### src/sv/dsrm_pkg.sv
// Shared types, constants and payload layouts of the DMA slot ring manager.
package dsrm_pkg;

  parameter int unsigned SLOT_COUNT = 32;
  parameter int unsigned SLOT_W     = $clog2(SLOT_COUNT);
  parameter int unsigned ORD_W      = 64;
  parameter int unsigned WORD_W     = 32;

  parameter int unsigned IN_DATA_W  = 224;
  parameter int unsigned OUT_DATA_W = 240;
  parameter int unsigned CFG_IDX_W  = 3;

  typedef enum logic [1:0] {
    OP_PUSH    = 2'd0,
    OP_ACQUIRE = 2'd1,
    OP_RELEASE = 2'd2,
    OP_POLL    = 2'd3
  } op_e;

  typedef enum logic [2:0] {
    STS_OK      = 3'd0,
    STS_INVALID = 3'd1,
    STS_EMPTY   = 3'd2,
    STS_FULL    = 3'd3,
    STS_STALE   = 3'd4
  } sts_e;

  typedef enum logic [CFG_IDX_W-1:0] {
    CFG_STREAM   = 3'd0,
    CFG_PTYPE    = 3'd1,
    CFG_CHANNELS = 3'd2,
    CFG_FORMAT   = 3'd3,
    CFG_SAMPLES  = 3'd4,
    CFG_RUNNING  = 3'd5
  } cfg_e;

  // Input payload, last field in the lowest bits.
  typedef struct packed {
    logic [5:0]        pad;
    logic [WORD_W-1:0] generation;
    logic [7:0]        rel_slot;
    logic [WORD_W-1:0] buffer_address;
    logic [WORD_W-1:0] length_bytes;
    logic [WORD_W-1:0] declared_bytes;
    logic [WORD_W-1:0] frame_samples;
    logic [7:0]        fmt_code;
    logic [1:0]        chan_set;
    logic [7:0]        pkt_kind;
    logic [WORD_W-1:0] stream_tag;
  } in_data_t;

  // Result payload, last field in the lowest bits.
  typedef struct packed {
    logic [3:0]        pad;
    logic [WORD_W-1:0] dropped_count;
    logic [WORD_W-1:0] released_count;
    logic [WORD_W-1:0] acquired_count;
    logic [WORD_W-1:0] produced_count;
    logic              ready_any;
    logic [WORD_W-1:0] out_address;
    logic [WORD_W-1:0] out_bytes;
    logic [WORD_W-1:0] out_generation;
    logic [7:0]        out_slot;
    logic [2:0]        status;
  } out_data_t;

  // Control of the scan compare unit for one slot per cycle.
  typedef struct packed {
    logic              clear;
    logic              valid;
    logic [SLOT_W-1:0] idx;
    logic              cand;
    logic              oldest;
  } scan_ctl_t;

  // Write of one slot entry in the store.
  typedef struct packed {
    logic              en;
    logic [SLOT_W-1:0] addr;
    logic [WORD_W-1:0] generation;
    logic [ORD_W-1:0]  order;
    logic [WORD_W-1:0] bytes;
    logic [WORD_W-1:0] address;
  } slot_wr_t;

endpackage

### src/sv/dsrm_order_cmp.sv
// Shared scan unit: picks the first matching slot or the one with the oldest stamp.
module dsrm_order_cmp (
  input  logic                         clk_i,
  input  logic                         rst_ni,
  input  dsrm_pkg::scan_ctl_t          ctl_i,
  input  logic [dsrm_pkg::ORD_W-1:0]   rd_order_i,
  output logic                         found_o,
  output logic [dsrm_pkg::SLOT_W-1:0]  best_idx_o
);
  import dsrm_pkg::*;

  // Stage aligned with the registered read of the order memory.
  logic              p_vld_q;
  logic              p_cand_q;
  logic              p_oldest_q;
  logic [SLOT_W-1:0] p_idx_q;

  logic              found_q;
  logic [SLOT_W-1:0] best_idx_q;
  logic [ORD_W-1:0]  best_ord_q;
  logic              take;

  assign take = p_vld_q && p_cand_q &&
                (!found_q || (p_oldest_q && (rd_order_i < best_ord_q)));

  always_ff @(posedge clk_i or negedge rst_ni) begin
    if (!rst_ni) begin
      p_vld_q <= 1'b0;
      found_q <= 1'b0;
    end else begin
      p_vld_q <= ctl_i.valid;
      if (ctl_i.clear) begin
        found_q <= 1'b0;
      end else if (take) begin
        found_q <= 1'b1;
      end
    end
  end

  always_ff @(posedge clk_i) begin
    p_cand_q   <= ctl_i.cand;
    p_oldest_q <= ctl_i.oldest;
    p_idx_q    <= ctl_i.idx;
    if (take) begin
      best_idx_q <= p_idx_q;
      best_ord_q <= rd_order_i;
    end
  end

  assign found_o    = found_q;
  assign best_idx_o = best_idx_q;

endmodule

### config.mk
export PLATFORM = sky130hd
export DESIGN_NAME = dsrm_order_cmp
export DESIGN_NICKNAME = d
export VERILOG_FILES = /design/src/sv/dsrm_pkg.sv /design/src/sv/dsrm_order_cmp.sv
export SDC_FILE = /design/constraint.sdc
export NUM_CORES = 1
export LEC_CHECK = 0
export BUFFER_PORTS_ARGS = -buffer_cell sky130_fd_sc_hd__buf_2
export CORE_UTILIZATION = 45
export CTS_CLUSTER_SIZE = 25
export DETAILED_ROUTE_END_ITERATION = 8
export GPL_ROUTABILITY_DRIVEN = 0
export PLACE_DENSITY = 0.68
export SETUP_SLACK_MARGIN = 0.2
export SYNTH_ARGS = -nofsm -noshare
export SYNTH_HDL_FRONTEND = slang
export SYNTH_SLANG_ARGS = --single-unit
### constraint.sdc
create_clock -name clk_i -period 18.2 [get_ports clk_i]
set_input_delay 0 -clock clk_i [delete_from_list [all_inputs] [get_ports clk_i]]
set_output_delay 0 -clock clk_i [all_outputs]
set_load 0.1 [all_outputs]
==> summary.md, run 1 <==
| Metric | Value |
|---|---|
| Layout cells sized above 1 | 0.213 |
| Worst endpoint data arrival time | 3480 ps |
| Core region area | 8300 um^2 |
| Starting Density | 0.469 |
| Die Wd | 95.0 um |
| Pint | 0.318 mW |
| Fillers | 644 |
| Mapped Cells | 302 |
| Buffers added on ports | 80 |
| WL final | 7290 um |
| Via count | 2,759 |
| Top FF cell, synth | edfxtp_1 |
| Synth cell types | 34 |
| Status | complete, no violations |
| CTS H-tree lvls | 3 |
| Clock sinks | 78 |
| CTS Root Cell | clkbuf_8 |
| Die area | 9020 um^2 |
| WL per Instance | 12.6 um |
| Vias in the first global route | 2,790 |
| CTS tree | built |
| Final Skew | 13.1 ps |
| CTS buffer count | 9 |
| Post CTS Setup Buffer Count | 0 |
| Maxcap violations | 0 |
| Post-route ant nets | 0 |
| Maximum VDD drop | 43.2 uV |
| Place WS | 14,680 ps |
| Setup crit end kind | flip-flop |
| Setup_tns | 0 ps |
| HPWL Detailed | 4990 um |
| Period utilization | 0.192 |
| Commonest non-fill, non-tap cells in the layout | buf_2 (80), dlygate4sd3_1 (75), edfxtp_1 (69) |
| Sequential share of power | 0.503 |
| Largest net degree at the start of global routing | 44 |
| Final Hold Violating Endpoints | 0 |
| DRT Pass-1 Iters | 4 |
| Crit path kind | flip-flop to flip-flop |
| Syn Nets | 440 |
| Chip height | 95.0 um |
| Clk_lat worst skew | 350 ps |
| Sequential-to-total area share from yosys stat | 0.581 |
| Yosys warns | 0 |
| Max Buffers Root-to-Sink | 2 |
| Worst Hold Class | input port to flip-flop |
| Number of synthesized register bits | 78 |
| RSZ-0062 raised after global routing | no |
| R2R setup slack | 14,700 ps |
| Final Setup Violations | 0 |
| Max Slew Vio Count | 0 |
| Most common cell after layout, fill and taps aside | buf_2 |
| Number of enable flip-flop cells after synthesis | 69 |
| Worst EP required | 18,190 ps |
| LEAKAGE | 2.53 nW |
| Aggregate global routing overflow | 0 |
| Combinational group share of total power | 0.144 |
| FFs w/ async S/R, synth | 0.0256 |
| Max FO, Critical Path | 43 |
| Psw | 0.0916 mW |
| Tmin final | 3500 ps |
| Max Fclk | 0.286 GHz |
| Total GRT Usage | 0.180 |
| Actual slew at the worst max-slew pin | 912 ps |
| Total power divided by cell area | 75.6 nW/um^2 |
| Cell Rows | 33 |
| Post-Syn Area per Cell | 12.9 um^2 |
| Startpoint types | flip-flop |
| Clock slew at reported path FFs | 80 ps |
| DRC violations left | 0 |
| Initial antenna violation count | 0 |
| Clock power frac | 0.353 |
| Fin Hold WS | 282 ps |
| Nets@finish | 607 |
| First-pass GRT wire length | 12,100 um |
| Via density | 4.77 |
| Initial DRC Count | 82 |
| P&R area growth vs syn | 39.3% |
| Antenna cell count | 0 |
| I/O pin count | 81 |
| Post-Syn Area | 3890 um^2 |
| Slack of the critical path | 14,700 ps |
| Max_slew headroom | 0.392 |
| Sw Share | 0.224 |
==> critical path, cell delays in order (launching register included) <==
cell	delay (ps)
edfxtp_1	370
inv_1	60
ha_1	240
and3_1	170
o21ai_0	160
o311ai_1	130
o311ai_1	330
nand4_1	240
a31oi_4	800
buf_4	600
==> registers in the layout, summed over array words and instances (netlist names) <==
| signal | count |
|---|---|
| best_ord_q | 64 |
| best_idx_o | 5 |
| p_idx_q | 5 |
| found_o | 1 |
| p_cand_q | 1 |
| p_oldest_q | 1 |
| p_vld_q | 1 |
==> repair_timing <==
action / 4_1_cts / 5_1_grt
resized for setup: 0 / 0
hold buffers: 75 / 0
hold endpoints to repair: 75 / 0
==> worst paths after layout <==
kind	startpoint	depth (start not counted)	to
worst max-delay path	best_ord_q[14]$_DFFE_PP_	9	best_ord_q[8]$_DFFE_PP_
min in group asynchronous	rst_ni	3	p_vld_q$_DFF_PN0_
max in group asynchronous	rst_ni	3	found_o$_DFFE_PN0P_
worst min register to register	p_idx_q[1]$_DFF_P_	0	best_idx_o[1]$_DFFE_PP_
worst max register to register	best_ord_q[14]$_DFFE_PP_	9	best_ord_q[8]$_DFFE_PP_
worst min-delay path	ctl_i[6]	2	p_idx_q[4]$_DFF_P_
==> per-stage QoR <==
step	util	instance area, um^2	instances	total power [mW]
global placement	0.536	4450	488	0.255
floorplan	-	3890	302	0.239
finish	0.653	5420	579	0.410
detailed placement	0.536	4450	488	0.257
CTS	0.653	5420	579	0.415
global route	0.653	5420	579	0.430
==> synthesized netlist by cell type (3+ instances only) <==
| cell | count | share of area |
|---|---|---|
| a21o_1 | 8 | 0.015 |
| a21oi_1 | 18 | 0.023 |
| and3_1 | 3 | 0.0048 |
| dfxtp_1 | 7 | 0.036 |
| edfxtp_1 | 69 | 0.53 |
| ha_1 | 63 | 0.20 |
| inv_1 | 64 | 0.062 |
| nand2_1 | 11 | 0.011 |
| nand3_1 | 8 | 0.010 |
| nand4_1 | 10 | 0.016 |
| nor2_1 | 8 | 0.0077 |
| o21ai_0 | 4 | 0.0051 |
==> power groups by stage <==
stage | Sequential, mW | Combinational [mW] | Clock (mW)
finish | 0.206 | 0.0590 | 0.145
global route | 0.207 | 0.0668 | 0.156
CTS | 0.206 | 0.0593 | 0.150
detailed placement | 0.210 | 0.0464 | 0
global placement | 0.210 | 0.0451 | 0
floorplan | 0.215 | 0.0237 | 0
==> layout make-up <==
cell class,count,area (um^2),share of cell area
clock buffer,12,155,0.0286
sequential,78,2260,0.417
multi-input combinational,160,1400,0.259
inverter,64,240,0.0443
clock inverter,4,70.1,0.0129
timing repair buffer,156,1160,0.214
tap,105,131,0.0242
==> cell families (layout without fill, tap and decap cells) <==
family | count (synthesis) | count (layout) | share of synthesized area
buffers and inverters | 64 | 236 | 0.0617
AO/OA/AOI/OAI | 49 | 49 | 0.0884
adder cells (fa/ha/maj) | 63 | 63 | 0.203
flip-flops | 78 | 78 | 0.581
AND/OR/NAND/NOR | 48 | 48 | 0.0659
==> routing by layer <==
metal / vias up / global-route usage / wire (um)
li1: 1427 / - / -
met3: 14 / 0.0491 / 274
met5: - / 0 / 0
met2: 73 / 0.293 / 3450
met4: 0 / 0.0821 / 148
met1: 1245 / 0.224 / 3420
No activity file was read; power rests on OpenSTA's default activity.
==> run 2, diff against run 1 <==
Settings changed: PLACE_DENSITY 0.68 to 0.7.
Clock period 18.2 ns to 3.2 ns, I/O delays scaled along.
==> run 2 against run 1 <==
Clock power grew to 5.5 times the previous value. Hold slack better by 10 ps. Highest routed layer unchanged. Largest cell class unchanged. Count of clock-buffer cells in the layout down 3. Sequential power increased to 5.7 times the previous value. Wire length is 6.8% higher. Global-route usage rose by 1.1 points.
==> summary.md, run 2 (synthesized netlist as in run 1, its figures left out) <==
| Metric | Value |
|---|---|
| Vias in the first global route | 2,975 (+6.6%) |
| Actual slew at the worst max-slew pin | 494 ps (-417 ps) |
| R2R setup slack | 590 ps (-14,110 ps) |
| P&R area growth vs syn | 39.5% |
| Worst Hold Class | input port to flip-flop |
| Clock power frac | 0.344 (-0.009) |
| Largest net degree at the start of global routing | 52 (+18%) |
| CTS tree | built |
| Biggest register | best_ord_q |
| Total power divided by cell area | 425 nW/um^2 (+460%) |
| Buffers added on ports | 80 (unchanged) |
| Commonest non-fill, non-tap cells in the layout | buf_2 (80), dlygate4sd3_1 (75), edfxtp_1 (69) |
| Cts repair resizes | 0 (unchanged) |
| DRT met1 WL | 3380 um (-1.2%) |
| Crit path kind | flip-flop to flip-flop |
| Clock sinks | 78 (unchanged) |
| Die Wd | 95.0 um (unchanged) |
| Via count | 2,803 (+1.6%) |
| WL final | 7790 um (+6.8%) |
| DRC violations left | 0 (unchanged) |
| I/O pin count | 81 (unchanged) |
| Critical path's slowest cell | edfxtp_1 |
| Maximum VDD drop | 334 uV (+670%) |
| Met2 routed WL | 3940 um (+14%) |
| Delay-heaviest family, CP | compound AO/OA/AOI/OAI gates |
| Worst endpoint data arrival time | 2630 ps (-850 ps) |
| Max reg flops | 64 (unchanged) |
| Pint | 1.77 mW (+460%) |
| Antenna cell count | 0 (unchanged) |
| Max_slew headroom | 0.673 (+0.281) |
| Chip height | 95.0 um (unchanged) |
| Via density | 4.83 (+1.4%) |
| Fin area | 5430 um^2 (+0.16%) |
| Most common cell after layout, fill and taps aside | buf_2 |
| CTS Root Cell | clkbuf_8 |
| First-pass GRT wire length | 13,000 um (+7.5%) |
| Aggregate global routing overflow | 0 (unchanged) |
| Starting Density | 0.469 (unchanged) |
| Post-route ant nets | 0 (unchanged) |
| Psw | 0.543 mW (+490%) |
| WL per Instance | 13.4 um (+6.6%) |
| Period utilization | 0.816 (+0.624) |
| Worst-path cell chain | inv_1, ha_1, and3_1, o21ai_0, o311ai_1, o311ai_1, nand4_1, a31oi_4, buf_12 |
| Worst EP required | 3220 ps (-14,970 ps) |
| Final Setup Violations | 0 (unchanged) |
| Initial DRC Count | 85 (+3.7%) |
| Final Hold Violating Endpoints | 0 (unchanged) |
| Max Fclk | 0.383 GHz (+34%) |
| Top cell by count, worst path | o311ai_1 |
| Worst path max stage delay | 370 ps (-430 ps) |
| Max FO, Critical Path | 51 (+19%) |
| RSZ-0062 raised after global routing | no |
| Startpoint types | flip-flop |
| Placed cell area | 4470 um^2 (+0.48%) |
| Max Slew Vio Count | 0 (unchanged) |
| Max Buffers Root-to-Sink | 2 (unchanged) |
| Buf+Inv Stages, Crit Path | 2 (unchanged) |
| Setup crit end kind | flip-flop |
| Status | complete, no violations |
| Top sig layer | met4 |
| LEAKAGE | 2.53 nW (-0.18%) |
| Maxcap violations | 0 (unchanged) |
| Clock slew at reported path FFs | 80 ps (about the same) |
| Met3 wire length | 348 um (+27%) |
| Fin Hold WS | 293 ps (+10.0 ps) |
| DRT Pass-1 Iters | 4 (unchanged) |
| Total GRT Usage | 0.192 (+0.0114) |
| Sequential share of power | 0.508 (+0.005) |
| Setup_tns | 0 ps (unchanged) |
| Layout cells sized above 1 | 0.217 (+0.00376) |
| Initial antenna violation count | 0 (unchanged) |
| Nets@finish | 608 (+0.16%) |
| Tmin final | 2610 ps (-886 ps) |
| Die area | 9020 um^2 (unchanged) |
| Final Skew | 8.13 ps (-4.96 ps) |
| Clk_lat worst skew | 350 ps (about the same) |
| Cell Rows | 33 (unchanged) |
| CTS H-tree lvls | 3 (unchanged) |
| Combinational group share of total power | 0.148 (+0.004) |
| Sw Share | 0.235 (+0.0115) |
| CTS buffer count | 9 (unchanged) |
| Core region area | 8300 um^2 (unchanged) |
| HPWL Detailed | 5140 um (+2.8%) |
[run 2: changes by cell type in the layout (fill, tap and decap cells not counted), sizes merged]
cell	before	now
clkinvlp	0	2
clkbuf	12	9
clkinv	2	3
buf	81	82
[run 2: timing repair]
action / 4_1_cts / 5_1_grt
buffers inserted: 0 / 0
hold buffers: 75 / 0
endpoints found under the hold margin: 75 / 0
[run 2: path summary, 6_finish.rpt]
check / from / end / cells after the start
worst max-delay path: best_ord_q[14]$_DFFE_PP_ / best_ord_q[23]$_DFFE_PP_ / 9
worst min-delay path: ctl_i[5] / p_idx_q[3]$_DFF_P_ / 2
worst max register to register: best_ord_q[14]$_DFFE_PP_ / best_ord_q[23]$_DFFE_PP_ / 9
worst min register to register: p_idx_q[0]$_DFF_P_ / best_idx_o[0]$_DFFE_PP_ / 0
max in group asynchronous: rst_ni / found_o$_DFFE_PN0P_ / 3
min in group asynchronous: rst_ni / found_o$_DFFE_PN0P_ / 3
[run 2: through the flow]
step                power (mW)  std cells  utilization  setup WS [ps]
finish                    2.31        580        0.654            590
global route              2.42        580        0.654            453
detailed placement        1.47        489        0.538            627
CTS                       2.33        580        0.654            588
floorplan                 1.36        302            -           36.8
global placement          1.45        489        0.538            685
[run 2: layout make-up]
cell class                      count  area [um^2]
Timing Repair Buffer              157         1180
Tap cell                          105          131
Multi-Input combinational cell    160         1400
Inverter                           64          240
Fill cell                         613         2870
Sequential cell                    78         2260
Clock inverter                      7         88.8
Clock buffer                        9          124
[run 2: per-layer routing]
metal	vias to the layer above	track usage
met5	-	0
met4	0	0.0581
met3	11	0.0564
met2	74	0.347
met1	1289	0.217
li1	1429	-
[run 2: power groups by stage]
| stage | Clock (mW) | Combinational, mW | Sequential [mW] |
|---|---|---|---|
| finish | 0.793 | 0.343 | 1.17 |
| global placement | 0 | 0.259 | 1.19 |
| detailed placement | 0 | 0.269 | 1.20 |
| CTS | 0.811 | 0.342 | 1.17 |
| global route | 0.853 | 0.386 | 1.18 |
| floorplan | 0 | 0.137 | 1.22 |
==> run 3, diff against run 2 <==
Clock period 3.2 ns to 2.24 ns, I/O delays scaled along.
==> run 3 against run 2 <==
The flow now finishes with violations (negative setup slack). Clock skew about the same. Largest power group unchanged. Sequential power up 44%. First-iteration DRC count down 21%. Total power up 44%. Combinational power up 73%. Clock power up 35%. Sequential share of layout area down 2.9 points. Critical path type unchanged. Critical endpoint is now best_ord_q[42]$_DFFE_PP_. Die area unchanged.
==> summary.md, run 3 (synthesized netlist as in run 1, its figures left out) <==
| Metric | Value |
|---|---|
| Most common cell after layout, fill and taps aside | buf_2 |
| R2R setup slack | -200 ps (-790 ps) |
| Nets@finish | 628 (+3.3%) |
| Buffers added on ports | 80 (unchanged) |
| Max Buffers Root-to-Sink | 2 (unchanged) |
| WL per Instance | 14.1 um (+4.8%) |
| CTS H-tree lvls | 3 (unchanged) |
| Worst r2r src | best_ord_q[14]$_DFFE_PP_ |
| Via density | 4.91 (+1.7%) |
| Worst Hold Class | input port to flip-flop |
| CTS tree | built |
| CTS Root Cell | clkbuf_8 |
| Hold Path Origin | ctl_i[2] |
| Clock slew at reported path FFs | 80 ps (about the same) |
| Fillers | 606 (-1.1%) |
| Layout cells sized above 1 | 0.293 (+0.0761) |
| Chip height | 95.0 um (unchanged) |
| Final Skew | 8.19 ps (+0.0587 ps) |
| I/O pin count | 81 (unchanged) |
| Period utilization | 1.09 (+0.275) |
| Aggregate global routing overflow | 0 (unchanged) |
| Initial antenna violation count | 0 (unchanged) |
| Final Setup Violations | 69 (+69) |
| Slack of the critical path | -204 ps (-794 ps) |
| CTS buffer count | 9 (unchanged) |
| Cell Rows | 33 (unchanged) |
| Post-route ant nets | 0 (unchanged) |
| Max Slew Vio Count | 0 (unchanged) |
| Starting Density | 0.469 (unchanged) |
| Max_slew headroom | 0.677 (+0.00462) |
| Worst EP required | 2360 ps (-860 ps) |
| Tmin final | 2440 ps (-166 ps) |
| R2R cell count | 10 (+1) |
| Min-Delay Path Depth | 2 (unchanged) |
| Die Wd | 95.0 um (unchanged) |
| End of the worst hold path | p_idx_q[0]$_DFF_P_ |
| LEAKAGE | 2.66 nW (+5.1%) |
| Initial DRC Count | 67 (-21%) |
| Clock sinks | 78 (unchanged) |
| Biggest register | best_ord_q |
| Critical Path Start | best_ord_q[14]$_DFFE_PP_ |
| HPWL Detailed | 5290 um (+3.0%) |
| Final core occ | 0.703 (+0.0490) |
| R2R Path End | best_ord_q[42]$_DFFE_PP_ |
| Commonest non-fill, non-tap cells in the layout | buf_2 (80), dlygate4sd3_1 (75), edfxtp_1 (69) |
| Max FO, Critical Path | 7 (-86%) |
| DRC violations left | 0 (unchanged) |
| Worst endpoint data arrival time | 2560 ps (-70 ps) |
| Max Fclk | 0.409 GHz (+6.8%) |
| Cell count after placement | 500 (+2.2%) |
| DRT Pass-1 Iters | 4 (unchanged) |
| Maxcap violations | 0 (unchanged) |
| WL final | 8440 um (+8.4%) |
| Cell Count, Final, Fillers Out | 600 (+3.4%) |
| First-pass GRT wire length | 13,300 um (+2.1%) |
| Status | finished, violations left |
| Startpoint types | flip-flop |
| Antenna cell count | 0 (unchanged) |
| Die area | 9020 um^2 (unchanged) |
| P&R area growth vs syn | 50.0% |
| Total power divided by cell area | 571 nW/um^2 (+34%) |
| Actual slew at the worst max-slew pin | 487 ps (-6.97 ps) |
| Core region area | 8300 um^2 (unchanged) |
| Largest net degree at the start of global routing | 31 (-40%) |
| Clk_lat worst skew | 350 ps (about the same) |
| Total GRT Usage | 0.197 (+0.00538) |
| Via count | 2,948 (+5.2%) |
| Maximum VDD drop | 371 uV (+11%) |
| Setup crit end kind | flip-flop |
| RSZ-0062 raised after global routing | yes |
| Crit path kind | flip-flop to flip-flop |
| Final Hold Violating Endpoints | 0 (unchanged) |
| Failing checks | negative setup slack |
| Max reg flops | 64 (unchanged) |
| Vias in the first global route | 2,981 (+0.20%) |
## run 3: changes by cell type in the layout (fill, tap and decap cells not counted), sizes merged
cell,change
buf,+18
bufinv,-1
clkbuf,+3
clkinv,-1
clkinvlp,+1
## run 3: final cells by class
type	instances	area [um^2]	area share
sequential	78	2260	0.388
clock inverter	6	61.3	0.0105
inverter	64	240	0.0412
multi-input combinational	160	1550	0.266
timing repair buffer	177	1450	0.249
tap	105	131	0.0225
clock buffer	10	138	0.0236
## run 3: worst max path at each step
stage	cells past startpoint	slack, ps	end
finish	10	-200	best_ord_q[42]$_DFFE_PP_
global route	11	-330	best_ord_q[39]$_DFFE_PP_
CTS	10	-230	best_ord_q[0]$_DFFE_PP_
detailed placement	9	-290	best_ord_q[31]$_DFFE_PP_
global placement	9	-300	best_ord_q[15]$_DFFE_PP_
floorplan	8	-920	best_idx_o[0]$_DFFE_PP_
## run 3: what timing repair did
| action | in CTS | in global routing |
|---|---|---|
| hold buffers | 75 | 0 |
| endpoints found under the hold margin | 75 | 0 |
| cloned | 2 | 3 |
| gates resized for setup | 17 | 14 |
| pin swaps | 5 | 8 |
| endpoints found under the setup margin | 69 | 69 |
| buffers inserted | 4 | 0 |
## run 3: critical path, cell delays in order, from the launching register on
cell and delay (ps):
edfxtp_1 340, inv_2 50, ha_4 270, nand4_1 110, or3_1 410, o311ai_2 310, o311ai_2 120, nand4_1 150
a31oi_4 120, buf_12 170, clkbuf_16 160
## run 3: per-stage QoR
step	hold WS (ps)	power, mW	setup WS, ps	setup TNS (ps)	area [um^2]
after detailed placement	-208	2.12	-294	-19640	4560
after global routing	277	3.48	-327	-21460	5840
final	280	3.33	-204	-12990	5840
after floorplan	-296	1.94	-923	-63700	3910
after global placement	-216	2.10	-296	-20040	4560
after CTS	269	3.31	-230	-14600	5700
## run 3: power by group
group / internal, mW / total [mW] / leakage (nW) / switching, mW
combinational: 0.316 / 0.593 / 1.84 / 0.277
clock: 0.539 / 1.07 / 0.0920 / 0.526
sequential: 1.66 / 1.68 / 0.725 / 0.0176
total: 2.51 / 3.33 / 2.66 / 0.821
## run 3: routing by layer
metal	track usage	up-vias	routed length [um]
li1	-	1470	-
met1	0.234	1390	3710
met2	0.342	76	4200
met3	0.0596	12	418
met4	0.0593	0	108
met5	0	-	0
